==> config.mk <==
export PLATFORM = sky130hd
export DESIGN_NAME = fifo_queue_with_remove_by_id_flat
export DESIGN_NICKNAME = d
export VERILOG_FILES = /design/src/fqr_pkg.sv /design/src/fqr_if.sv /design/src/fifo_queue_with_remove_by_id.sv /design/src/fqr_ram.sv /design/src/fqr_seq.sv /design/src/flat_wrapper.sv
export VERILOG_INCLUDE_DIRS = /design/src /design/src/src
export SDC_FILE = /design/constraint.sdc
export NUM_CORES = 1
export LEC_CHECK = 0
export BUFFER_PORTS_ARGS = -buffer_cell sky130_fd_sc_hd__buf_2
export CAP_MARGIN = 5
export CORE_ASPECT_RATIO = 0.5
export CORE_UTILIZATION = 30
export DETAILED_ROUTE_END_ITERATION = 8
export PLACE_DENSITY = 0.45
export SYNTH_ARGS = -nofsm -noshare
export SYNTH_HDL_FRONTEND = slang
export SYNTH_SLANG_ARGS = --single-unit
==> constraint.sdc <==
create_clock -name clk -period 6.65 [get_ports clk]
set_clock_uncertainty 0.2 [all_clocks]
set_input_delay 0.9975 -clock clk [delete_from_list [all_inputs] [get_ports clk]]
set_output_delay 0.9975 -clock clk [all_outputs]
set_load 0.1 [all_outputs]
==> src/fifo_queue_with_remove_by_id_assert.svh <==
// Assertion macros used by the queue sequencer.
`ifndef FIFO_QUEUE_WITH_REMOVE_BY_ID_ASSERT_SVH
`define FIFO_QUEUE_WITH_REMOVE_BY_ID_ASSERT_SVH

// Same-cycle implication, sampled on clk, off during reset.
`define FQR_ASSERT_NOW(lbl, ante, cons, msg) \
  lbl: assert property (@(posedge clk) disable iff (!rst_n) (ante) |-> (cons)) \
    else $error(msg);

// Next-cycle implication, sampled on clk, off during reset.
`define FQR_ASSERT_NEXT(lbl, ante, cons, msg) \
  lbl: assert property (@(posedge clk) disable iff (!rst_n) (ante) |=> (cons)) \
    else $error(msg);

`endif

==> src/fqr_pkg.sv <==
// Package: sizes, codes and bundle types of the keyed-remove queue.
`default_nettype none
package fqr_pkg;

  localparam int DEPTH  = 16;
  localparam int ID_W   = 16;
  localparam int DATA_W = 32;
  localparam int IDX_W  = $clog2(DEPTH);
  localparam int CNT_W  = $clog2(DEPTH + 1);
  localparam int SLOT_W = ID_W + DATA_W;

  typedef enum logic [1:0] {
    REQ_ENQ  = 2'd0,
    REQ_DEQ  = 2'd1,
    REQ_FIND = 2'd2
  } fqr_req_type_t;

  typedef enum logic [1:0] {
    STAT_OK       = 2'd0,
    STAT_EMPTY    = 2'd1,
    STAT_NOTFOUND = 2'd2,
    STAT_FULL     = 2'd3
  } fqr_status_t;

  typedef enum logic [2:0] {
    ST_IDLE,
    ST_DEQ,
    ST_SCAN_RD,
    ST_SCAN_CMP,
    ST_SH_RD,
    ST_SH_WR,
    ST_RESP
  } fqr_state_t;

  typedef struct packed {
    logic [1:0]        req_type;
    logic [ID_W-1:0]   item_id;
    logic [DATA_W-1:0] item_data;
  } fqr_req_t;

  typedef struct packed {
    fqr_status_t       status;
    logic [ID_W-1:0]   out_id;
    logic [DATA_W-1:0] out_data;
    logic [CNT_W-1:0]  entry_count;
    logic              is_empty;
  } fqr_res_t;

  typedef struct packed {
    logic              we;
    logic [IDX_W-1:0]  waddr;
    logic [SLOT_W-1:0] wdata;
    logic              re;
    logic [IDX_W-1:0]  raddr;
  } fqr_ram_req_t;

  // Map a queue position (0 = head) to its circular slot address.
  function automatic logic [IDX_W-1:0] slot_addr(input logic [IDX_W-1:0] head,
                                                 input logic [CNT_W-1:0] pos);
    logic [CNT_W:0] s;
    s = (CNT_W + 1)'(head) + (CNT_W + 1)'(pos);
    if (s >= (CNT_W + 1)'(DEPTH)) begin
      s = s - (CNT_W + 1)'(DEPTH);
    end
    return s[IDX_W-1:0];
  endfunction

endpackage
`default_nettype wire

==> src/fqr_if.sv <==
// Request and result channel interfaces of the keyed-remove queue.
`default_nettype none
interface fqr_in_if;
  logic                      valid;
  logic                      ready;
  logic [1:0]                req_type;
  logic [fqr_pkg::ID_W-1:0]   item_id;
  logic [fqr_pkg::DATA_W-1:0] item_data;

  modport source (output valid, output req_type, output item_id, output item_data,
                  input ready);
  modport sink (input valid, input req_type, input item_id, input item_data,
                output ready);
endinterface

interface fqr_out_if;
  logic                      valid;
  logic                      ready;
  logic [1:0]                status;
  logic [fqr_pkg::ID_W-1:0]   out_id;
  logic [fqr_pkg::DATA_W-1:0] out_data;
  logic [fqr_pkg::CNT_W-1:0]  entry_count;
  logic                      is_empty;

  modport source (output valid, output status, output out_id, output out_data,
                  output entry_count, output is_empty, input ready);
  modport sink (input valid, input status, input out_id, input out_data,
                input entry_count, input is_empty, output ready);
endinterface
`default_nettype wire

==> src/fifo_queue_with_remove_by_id.sv <==
// Top level: request and result channels, result register, slot store and sequencer.
// Usage:
//   in_chan carries one request (enqueue, dequeue head, or find-and-remove by id)
//   with valid/ready; out_chan returns exactly one result per request, in order,
//   with status, the removed entry (zero when none), entry count and empty flag.
//   One request is in work at a time; in_chan.ready is high while the sequencer idles.
//   The work per request is set by the slot store's registered read and the shared
//   id comparator: enqueue, a rejected request or an unused code goes straight to
//   the result state; dequeue reads the head entry first; find-and-remove reads and
//   compares each entry up to the match, then reads and writes each later entry to
//   move it down, so it walks all held entries whether or not an entry matches.
//   The result state follows, which hands the result to the result register that
//   drives out_chan; the sequencer then returns to idle and takes the next request.
//   The result register parts the two sides: a new request is taken while a result
//   waits; when the receiver stalls, the next finished result holds in the sequencer.
//   Reset (rst_n low, synchronous) empties the queue at once; slot contents are not
//   cleared and need no clearing pass.
`default_nettype none
module fifo_queue_with_remove_by_id (
  input  wire logic clk,
  input  wire logic rst_n,
  fqr_in_if.sink    in_chan,
  fqr_out_if.source out_chan
);
  import fqr_pkg::*;

  fqr_req_t          req;
  fqr_res_t          res;
  fqr_res_t          out_res_r;
  fqr_ram_req_t      ram_req;
  logic [SLOT_W-1:0] ram_rdata;
  logic              seq_ready;
  logic              start;
  logic              res_valid;
  logic              res_load;
  logic              out_valid_r, out_valid_nxt;

  assign req.req_type  = in_chan.req_type;
  assign req.item_id   = in_chan.item_id;
  assign req.item_data = in_chan.item_data;
  assign in_chan.ready = seq_ready;
  assign start         = in_chan.valid && seq_ready;

  // Load the result register when it is empty or being drained.
  assign res_load = res_valid && (!out_valid_r || out_chan.ready);

  always_comb begin
    out_valid_nxt = out_valid_r;
    if (res_load) begin
      out_valid_nxt = 1'b1;
    end else if (out_chan.ready) begin
      out_valid_nxt = 1'b0;
    end
  end

  always_ff @(posedge clk) begin
    if (!rst_n) begin
      out_valid_r <= 1'b0;
    end else begin
      out_valid_r <= out_valid_nxt;
    end
  end

  always_ff @(posedge clk) begin
    if (res_load) begin
      out_res_r <= res;
    end
  end

  assign out_chan.valid       = out_valid_r;
  assign out_chan.status      = out_res_r.status;
  assign out_chan.out_id      = out_res_r.out_id;
  assign out_chan.out_data    = out_res_r.out_data;
  assign out_chan.entry_count = out_res_r.entry_count;
  assign out_chan.is_empty    = out_res_r.is_empty;

  fqr_ram #(
    .WIDTH (SLOT_W),
    .DEPTH (DEPTH)
  ) u_slots (
    .clk   (clk),
    .we    (ram_req.we),
    .waddr (ram_req.waddr),
    .wdata (ram_req.wdata),
    .re    (ram_req.re),
    .raddr (ram_req.raddr),
    .rdata (ram_rdata)
  );

  fqr_seq u_seq (
    .clk       (clk),
    .rst_n     (rst_n),
    .start     (start),
    .req       (req),
    .in_ready  (seq_ready),
    .res_valid (res_valid),
    .res       (res),
    .res_taken (res_load),
    .ram_req   (ram_req),
    .ram_rdata (ram_rdata)
  );

endmodule
`default_nettype wire

==> src/fqr_ram.sv <==
// Generic single-write, single-read RAM with registered read data.
`default_nettype none
module fqr_ram #(
  parameter int WIDTH = 8,
  parameter int DEPTH = 16
) (
  input  wire logic                     clk,
  input  wire logic                     we,
  input  wire logic [$clog2(DEPTH)-1:0] waddr,
  input  wire logic [WIDTH-1:0]         wdata,
  input  wire logic                     re,
  input  wire logic [$clog2(DEPTH)-1:0] raddr,
  output logic      [WIDTH-1:0]         rdata
);

  logic [WIDTH-1:0] mem_r [DEPTH];

  always_ff @(posedge clk) begin
    if (we) begin
      mem_r[waddr] <= wdata;
    end
    if (re) begin
      rdata <= mem_r[raddr];
    end
  end

endmodule
`default_nettype wire

==> src/fqr_seq.sv <==
// Sequencer: walks the slot store one entry at a time with a shared id comparator.
`default_nettype none
`include "fifo_queue_with_remove_by_id_assert.svh"
module fqr_seq (
  input  wire logic                          clk,
  input  wire logic                          rst_n,
  input  wire logic                          start,
  input  wire fqr_pkg::fqr_req_t             req,
  output logic                               in_ready,
  output logic                               res_valid,
  output fqr_pkg::fqr_res_t                  res,
  input  wire logic                          res_taken,
  output fqr_pkg::fqr_ram_req_t              ram_req,
  input  wire logic [fqr_pkg::SLOT_W-1:0]    ram_rdata
);
  import fqr_pkg::*;

  fqr_state_t        state_r,  state_nxt;
  logic [IDX_W-1:0]  head_r,   head_nxt;
  logic [CNT_W-1:0]  count_r,  count_nxt;
  logic [CNT_W-1:0]  pos_r,    pos_nxt;
  logic [ID_W-1:0]   key_r,    key_nxt;
  fqr_status_t       status_r, status_nxt;
  logic [ID_W-1:0]   rid_r,    rid_nxt;
  logic [DATA_W-1:0] rdat_r,   rdat_nxt;

  logic [CNT_W-1:0]  pos_inc;
  logic              pos_last;
  logic              id_match;

  assign pos_inc  = pos_r + 1'b1;
  assign pos_last = (pos_inc == count_r);
  assign id_match = (ram_rdata[DATA_W +: ID_W] == key_r);

  always_ff @(posedge clk) begin
    if (!rst_n) begin
      state_r <= ST_IDLE;
      head_r  <= '0;
      count_r <= '0;
    end else begin
      state_r <= state_nxt;
      head_r  <= head_nxt;
      count_r <= count_nxt;
    end
  end

  always_ff @(posedge clk) begin
    pos_r    <= pos_nxt;
    key_r    <= key_nxt;
    status_r <= status_nxt;
    rid_r    <= rid_nxt;
    rdat_r   <= rdat_nxt;
  end

  always_comb begin
    state_nxt  = state_r;
    head_nxt   = head_r;
    count_nxt  = count_r;
    pos_nxt    = pos_r;
    key_nxt    = key_r;
    status_nxt = status_r;
    rid_nxt    = rid_r;
    rdat_nxt   = rdat_r;
    ram_req    = '0;

    case (state_r)
      ST_IDLE: begin
        if (start) begin
          key_nxt    = req.item_id;
          status_nxt = STAT_OK;
          rid_nxt    = '0;
          rdat_nxt   = '0;
          pos_nxt    = '0;
          state_nxt  = ST_RESP;
          case (req.req_type)
            REQ_ENQ: begin
              if (count_r == CNT_W'(DEPTH)) begin
                status_nxt = STAT_FULL;
              end else begin
                ram_req.we    = 1'b1;
                ram_req.waddr = slot_addr(head_r, count_r);
                ram_req.wdata = {req.item_id, req.item_data};
                count_nxt     = count_r + 1'b1;
              end
            end
            REQ_DEQ: begin
              if (count_r == '0) begin
                status_nxt = STAT_EMPTY;
              end else begin
                ram_req.re    = 1'b1;
                ram_req.raddr = head_r;
                state_nxt     = ST_DEQ;
              end
            end
            REQ_FIND: begin
              if (count_r == '0) begin
                status_nxt = STAT_NOTFOUND;
              end else begin
                state_nxt = ST_SCAN_RD;
              end
            end
            default: begin
              state_nxt = ST_RESP;
            end
          endcase
        end
      end

      ST_DEQ: begin
        rid_nxt   = ram_rdata[DATA_W +: ID_W];
        rdat_nxt  = ram_rdata[DATA_W-1:0];
        head_nxt  = (head_r == IDX_W'(DEPTH - 1)) ? '0 : head_r + 1'b1;
        count_nxt = count_r - 1'b1;
        state_nxt = ST_RESP;
      end

      ST_SCAN_RD: begin
        ram_req.re    = 1'b1;
        ram_req.raddr = slot_addr(head_r, pos_r);
        state_nxt     = ST_SCAN_CMP;
      end

      ST_SCAN_CMP: begin
        pos_nxt = pos_inc;
        if (id_match) begin
          rid_nxt  = ram_rdata[DATA_W +: ID_W];
          rdat_nxt = ram_rdata[DATA_W-1:0];
          if (pos_last) begin
            count_nxt = count_r - 1'b1;
            state_nxt = ST_RESP;
          end else begin
            state_nxt = ST_SH_RD;
          end
        end else if (pos_last) begin
          status_nxt = STAT_NOTFOUND;
          state_nxt  = ST_RESP;
        end else begin
          state_nxt = ST_SCAN_RD;
        end
      end

      // Close the gap: move each later entry down one position.
      ST_SH_RD: begin
        ram_req.re    = 1'b1;
        ram_req.raddr = slot_addr(head_r, pos_r);
        state_nxt     = ST_SH_WR;
      end

      ST_SH_WR: begin
        ram_req.we    = 1'b1;
        ram_req.waddr = slot_addr(head_r, pos_r - 1'b1);
        ram_req.wdata = ram_rdata;
        pos_nxt       = pos_inc;
        if (pos_last) begin
          count_nxt = count_r - 1'b1;
          state_nxt = ST_RESP;
        end else begin
          state_nxt = ST_SH_RD;
        end
      end

      ST_RESP: begin
        if (res_taken) begin
          state_nxt = ST_IDLE;
        end
      end

      default: begin
        state_nxt = ST_IDLE;
      end
    endcase
  end

  assign in_ready        = (state_r == ST_IDLE);
  assign res_valid       = (state_r == ST_RESP);
  assign res.status      = status_r;
  assign res.out_id      = rid_r;
  assign res.out_data    = rdat_r;
  assign res.entry_count = count_r;
  assign res.is_empty    = (count_r == '0);

  `FQR_ASSERT_NOW(a_count_bound, 1'b1, count_r <= CNT_W'(DEPTH), "entry count above depth")
  `FQR_ASSERT_NOW(a_scan_in_range, state_r == ST_SCAN_RD || state_r == ST_SH_RD, pos_r < count_r, "walk position past tail")
  `FQR_ASSERT_NEXT(a_enq_grows, state_r == ST_IDLE && start && req.req_type == REQ_ENQ && count_r != CNT_W'(DEPTH), count_r == $past(count_r) + 1'b1, "enqueue did not add an entry")
  `FQR_ASSERT_NEXT(a_deq_shrinks, state_r == ST_DEQ, count_r == $past(count_r) - 1'b1, "dequeue did not drop an entry")

endmodule
`default_nettype wire

==> src/flat_wrapper.sv <==
// flat-port wrapper written by rule: the top's interface ports become plain ports
module fifo_queue_with_remove_by_id_flat import fqr_pkg::*;
  (clk, rst_n, in_chan_valid, in_chan_req_type, in_chan_item_id, in_chan_item_data, in_chan_ready, out_chan_valid, out_chan_status, out_chan_out_id, out_chan_out_data, out_chan_entry_count, out_chan_is_empty, out_chan_ready);
  fqr_in_if in_chan_i ();
  fqr_out_if out_chan_i ();
  input  wire logic clk;
  input  wire logic rst_n;
  input wire logic [$bits(in_chan_i.valid)-1:0] in_chan_valid;
  input wire logic [$bits(in_chan_i.req_type)-1:0] in_chan_req_type;
  input wire logic [$bits(in_chan_i.item_id)-1:0] in_chan_item_id;
  input wire logic [$bits(in_chan_i.item_data)-1:0] in_chan_item_data;
  output wire logic [$bits(in_chan_i.ready)-1:0] in_chan_ready;
  output wire logic [$bits(out_chan_i.valid)-1:0] out_chan_valid;
  output wire logic [$bits(out_chan_i.status)-1:0] out_chan_status;
  output wire logic [$bits(out_chan_i.out_id)-1:0] out_chan_out_id;
  output wire logic [$bits(out_chan_i.out_data)-1:0] out_chan_out_data;
  output wire logic [$bits(out_chan_i.entry_count)-1:0] out_chan_entry_count;
  output wire logic [$bits(out_chan_i.is_empty)-1:0] out_chan_is_empty;
  input wire logic [$bits(out_chan_i.ready)-1:0] out_chan_ready;
  assign in_chan_i.valid = in_chan_valid;
  assign in_chan_i.req_type = in_chan_req_type;
  assign in_chan_i.item_id = in_chan_item_id;
  assign in_chan_i.item_data = in_chan_item_data;
  assign in_chan_ready = in_chan_i.ready;
  assign out_chan_valid = out_chan_i.valid;
  assign out_chan_status = out_chan_i.status;
  assign out_chan_out_id = out_chan_i.out_id;
  assign out_chan_out_data = out_chan_i.out_data;
  assign out_chan_entry_count = out_chan_i.entry_count;
  assign out_chan_is_empty = out_chan_i.is_empty;
  assign out_chan_i.ready = out_chan_ready;
  fifo_queue_with_remove_by_id u_core (.clk(clk), .rst_n(rst_n), .in_chan(in_chan_i), .out_chan(out_chan_i));
endmodule
* Yosys cells after proc, flatten, opt, wreduce, memory -nomap -nowiden
Memories as Yosys holds them, arrays and structs flattened. A register that Yosys moved wholly into a read port is not among the register bits.
Index checks and enable logic that the tools add are counted.
** Cells by class
- $add $sub $neg :: 11
- Eq/ne operators :: 19
- $lt $le $gt $ge :: 3
- Reductions and logical operators :: 20
- Multiplexer cells :: 46
** Operators by type and width (number)
- $mux 53 :: 2
- $pmux 53 s2 :: 1
- $pmux 32 s3 :: 1
- $mux 32 :: 2
- $mux 58 :: 1
- $pmux 16 s3 :: 1
- $mux 5 :: 8
- $mux 16 :: 2
- $pmux 3 s7 :: 1
- $pmux 5 s2 :: 2
- $pmux 5 s4 :: 1
- $add 4x5->6 :: 3
- $ge 6x5->1 const B :: 3
- $mux 3 :: 6
- $eq 16x16->1 :: 1
- $mux 4 :: 4
- $ne 2x2->1 const B :: 7
- $mux 2 :: 6
- $sub 4x1->4 const B :: 3
- $add 5x1->5 const B :: 2
- $sub 5x1->5 const B :: 2
- $eq 3x3->1 const B :: 3
- $eq 3x2->1 const B :: 2
- $pmux 2 s3 :: 1
- other kinds (24) :: 34
** Word-level totals
- Word-level logic and storage cells :: 114
- RAM bits :: 768
- Bits in registers :: 140
- Output and inout port bits :: 58
- Memories :: 1
- Input port bits :: 54
** Memories
- u_core.u_slots.mem_r :: depth 16, width 48, rd ports 1, clocked after memory_dff 1, write ports 1, line fqr_ram.sv:16 : logic [WIDTH-1:0] mem_r [DEPTH];

* Longest topological paths before layout
- Word-level depth :: 9
- Gate-level depth with buffers :: 13
- Depth with buffers taken out :: 10

* Hierarchy
From an unflattened synthesis, not the netlist that was laid out.
** Second synthesis, totals
- Cell total of the unflattened synthesis :: 1714
- Area total of the unflattened synthesis :: 36602.6 sq um
** By module, submodules not included
- fqr_ram :: times used 1, area an instance 30171.4 sq um, seq. area each 24503.5 sq um, cells an instance 1242
- fqr_seq :: times used 1, area an instance 4695.8 sq um, seq. area each 2372.3 sq um, cells an instance 411
- fifo_queue_with_remove_by_id :: times used 1, area an instance 1735.4 sq um, seq. area each 1701.6 sq um, cells an instance 61

* Least setup slack after synthesis
Ideal clock, no wire load.
- Path type :: input to register
- From :: input out_chan_ready
- To :: register u_core.out_res_r, in the netlist u_core.out_chan.entry_count[0], enable pin
- Required time :: 5.911 ns
- Setup slack :: 0.980 ns
- Data arrival time :: 4.931 ns
- Stages :: 2
- Buffers on the path :: 0
- Setup time :: 0.539 ns
- Cell sequence :: nor2b_1 nor3_1
** On the way
- Cells in the longest elaborated chain, start to end :: 2
** RTL lines
- from (decl) :: line flat_wrapper.sv:19 : input wire logic [$bits(out_chan_i.ready)-1:0] out_chan_ready;
- $logic_or 1x1->1 :: line fifo_queue_with_remove_by_id.sv:45 : assign res_load = res_valid && (!out_valid_r || out_chan.ready);
- $logic_and 1x1->1 :: line fifo_queue_with_remove_by_id.sv:45
- to (signal assigned) :: line fifo_queue_with_remove_by_id.sv:66 : out_res_r <= res;
- to (decl) :: line fifo_queue_with_remove_by_id.sv:29 : fqr_res_t out_res_r;
Every way passes these cells.
A chain may end at the register's enable or synchronous reset.

* Worst setup path in the final report
- From :: register u_core.u_seq.pos_r[0]
- To :: memory u_core.u_slots.mem_r[3][30] (netlist name), enable pin
** On the way
- Cells in the longest elaborated chain, start to end :: 5
** RTL lines
- from (decl) :: line fqr_seq.sv:21 : logic [CNT_W-1:0] pos_r, pos_nxt;
- from (signal assigned) :: line fqr_seq.sv:48 : pos_r <= pos_nxt;
- $sub 5x1->5 * :: line fqr_seq.sv:151 : ram_req.waddr = slot_addr(head_r, pos_r - 1'b1);
- $add 4x5->6 * :: line fqr_pkg.sv:61 : s = (CNT_W + 1)'(head) + (CNT_W + 1)'(pos);
- $ge 6x5->1 / $sub 4x1->4 (equally long branches) :: line fqr_pkg.sv:62, fqr_pkg.sv:63
- $mux 4 * :: line fqr_pkg.sv:62 : if (s >= (CNT_W + 1)'(DEPTH)) begin
- $pmux 53 s2 * :: line fqr_seq.sv:66 : case (state_r)
- to (decl) :: line fqr_ram.sv:16
Mark *: on every way between the ends. The rest lies on a longest branch, timed or not.

==> metrics <==
outcome completed; worst-path fanout max 30; final setup violation count 0; Wirelength per Cell 22.9 um; P_leak 0.0145 uW; layout cells sized above 1 11.7%; routed vias 22,500; worst r2r path cells 11; Setup crit end kind register; CTS Buf Count 94; CTS root buf clkbuf_16; filler instances 12,300; max-slew violation count 0; Worst setup startpoint u_core.u_seq.pos_r[0]$_SDFFCE_PN0P_; relative slew slack 28.7%; Sink Count 956; reg2reg setup slack 2290 ps; Peak supply drop 313 uV; Post-synth EDFFs 943; Seq/Total Area, Yosys 74.7%; GRT Residual Overflow 0; Detail Placement HPWL 55,300 um; power per cell area 456 nW/um^2; Final Hold Fails 0; non-filler cells, final 4,580; die width 507 um; share of Yosys cell area claimed by the top area cell type 74.1%; setup bufs post-CTS 0; initial antenna violation count 1; drt first pass iters 5; vias per cell 4.92; number of global-route vias before repair 22,300; H-tree levels 3; minimum clock period 4360 ps; Final #Nets 2,893; largest net degree at the start of global routing 109; reg2reg start u_core.u_seq.pos_r[0]$_SDFFCE_PN0P_; Starting Density 30.3%; TNS Setup 0 ps; cell taking the most area after synthesis edfxtp_1; number of diodes 0; Mean Syn Cell Area 14.0 um^2; Syn. warnings 0; final WL 105,000 um; Die ar. 129,000 um^2; worst flop-to-flop path endpoint u_core.u_slots.mem_r[3][30]$_DFFE_PP_; fmax 0.229 GHz; Skew-Pair Late Insertion Delay 670 ps; HP Class register to register; Cell Rows 92; CP Class register to register; Reg clk slew, reported paths 60 ps; CTS tree yes; Remaining DRCs 0; top cells by count, synth 943 x edfxtp_1, 415 x nand2_1, 319 x nor2_1; CP Launch Type register; Port-buffer cells 111; max cap viols 0; clock buffer depth 3; FF+latch count, synth 956; first-pass GRT wire length 154,000 um; Ports 112; Inst Count DP 4,412; top_reg_cell synth edfxtp_1; DR iter-0 viols 2,109; Data arrival, critical path 4460 ps; Critical Path RT 6750 ps; dominant cells by area after synthesis edfxtp_1 74%, nand2_1 4.1%, nor2_1 3.1%; Final GP Congestion 0.766; Mapped Cells 2,729; Area Overhead vs Synth 14.3%; All-Layer GR Usage 16.1%; Final period util 65.5%; RSZ-0062 raised after global routing false; post-cts sizing count 0; cell area after synthesis 38,200 um^2; Register Area 28,600 um^2; syn_nets 2,806; end of the critical path u_core.u_slots.mem_r[3][30]$_DFFE_PP_; core area 126,000 um^2; synth unique cells 56; DRT antenna net count 0; footprint of the multi-input gates 8820 um^2; Die Ht 254 um; post-synthesis async set-or-reset flop share 0%; most frequent cell after synthesis edfxtp_1; worst-margin pin slew 1070 ps; hold-fix buffers at CTS 0
through the flow:
step                      power [uW]  hold slack, ps  area, um^2  util [%]  worst slack [ps]
final                          19900             217       43700      34.6              2290
after global routing           21000             221       43700      34.6              1990
after CTS                      20200             220       43700      34.6              2270
after detailed placement       15000             205       40800      32.3              1980
after global placement         15000             201       40800      32.3              1940
after floorplan                12800             200       38200         -               980
worst min-delay path by stage:
stage | start | endpoint | slack, ps | cells after the start
2_1_floorplan | u_core.u_seq.rdat_r[0]$_SDFFCE_PN0P_ | u_core.out_chan.out_data[0]$_DFFE_PP_ | 200 | 0
3_3_place_gp | u_core.u_seq.rdat_r[7]$_SDFFCE_PN0P_ | u_core.out_chan.out_data[7]$_DFFE_PP_ | 200 | 0
3_5_place_dp | u_core.u_seq.rid_r[13]$_SDFFCE_PN0P_ | u_core.out_chan.out_id[13]$_DFFE_PP_ | 200 | 0
4_1_cts | u_core.u_seq.rid_r[13]$_SDFFCE_PN0P_ | u_core.out_chan.out_id[13]$_DFFE_PP_ | 220 | 0
5_1_grt | u_core.u_seq.rdat_r[7]$_SDFFCE_PN0P_ | u_core.out_chan.out_data[7]$_DFFE_PP_ | 220 | 0
6_report | u_core.u_seq.rid_r[1]$_SDFFCE_PN0P_ | u_core.out_chan.out_id[1]$_DFFE_PP_ | 220 | 0
cell families after synthesis:
family                     after synthesis  synth area share, %
muxes                                    4                0.105
buffers and inverters                  196                 2.70
DFF                                    956                 74.7
AOI/OAI and AO/OA                      484                 8.97
adders and majority gates               23                0.831
xor gates and xnor gates                41                 1.01
and+or+nand+nor                       1025                 11.6
power breakdown:
group,total (uW),internal (uW),switching [uW]
clock,5170,2890,2280
sequential,8120,7740,378
combinational,6640,1950,4690
total,19900,12600,7340
per-layer routing:
layer / track usage (%) / wire, um
met1: 23.4 / 50700
met2: 25.0 / 47400
met3: 2.61 / 4560
met4: 4.11 / 2160
met5: 0 / 13
area by class of cell:
class / instances / area share, %
inverters: 14 / 0.120
clock buffers: 127 / 5.79
well taps: 1692 / 4.84
flip-flops and latches: 956 / 65.4
clock inverters: 41 / 0.845
multi-input cells: 1577 / 20.2
repair buffers: 173 / 2.82
flip-flops by register name (all words and copies together), names as in the netlist:
register,flops
u_core.u_seq.status_r,2
u_core.u_seq.head_r,4
u_core.out_chan.valid,1
u_core.u_seq.rid_r,16
u_core.u_slots.rdata,48
u_core.u_seq.state_r,3
u_core.u_seq.key_r,16
u_core.out_chan.status,2
u_core.u_seq.pos_r,5
u_core.out_chan.entry_count,5
u_core.out_chan.is_empty,1
u_core.out_chan.out_id,16
u_core.u_seq.rdat_r,32
u_core.u_seq.count_r,5
u_core.out_chan.out_data,32
u_core.u_slots.mem_r,768
worst max-delay path: stages, from the launching register on:
cell and delay (ps):
edfxtp_1 540, inv_1 120, ha_1 410, inv_1 100, ha_1 270, a21o_1 150, a21oi_1 170, xnor2_1 180
o21a_1 170, nand2_1 230, nor2_4 720, buf_4 660
cell usage in the layout, fill, tap and decap left out, types with 12 or more instances in the layout:
| cell type | instances |
|---|---|
| nand2_1 | 412 |
| edfxtp_1 | 943 |
| inv_1 | 14 |
| o221ai_1 | 49 |
| xnor2_1 | 15 |
| and3_1 | 100 |
| clkbuf_16 | 96 |
| nor2_4 | 19 |
| buf_4 | 45 |
| a21oi_1 | 15 |
| xor2_1 | 24 |
| a22o_1 | 48 |
| a31oi_1 | 99 |
| clkinv_1 | 17 |
| nand3_1 | 103 |
| buf_12 | 17 |
| and2_1 | 53 |
| a211oi_1 | 84 |
| a22oi_1 | 48 |
| clkbuf_1 | 30 |
| o21ai_0 | 46 |
| buf_2 | 111 |
| dfxtp_1 | 13 |
| nor2_1 | 300 |
| clkinv_2 | 13 |
| a211oi_2 | 12 |
| o21ai_1 | 60 |
| ha_1 | 19 |
Note: power is estimated with default switching activity, not from simulation.
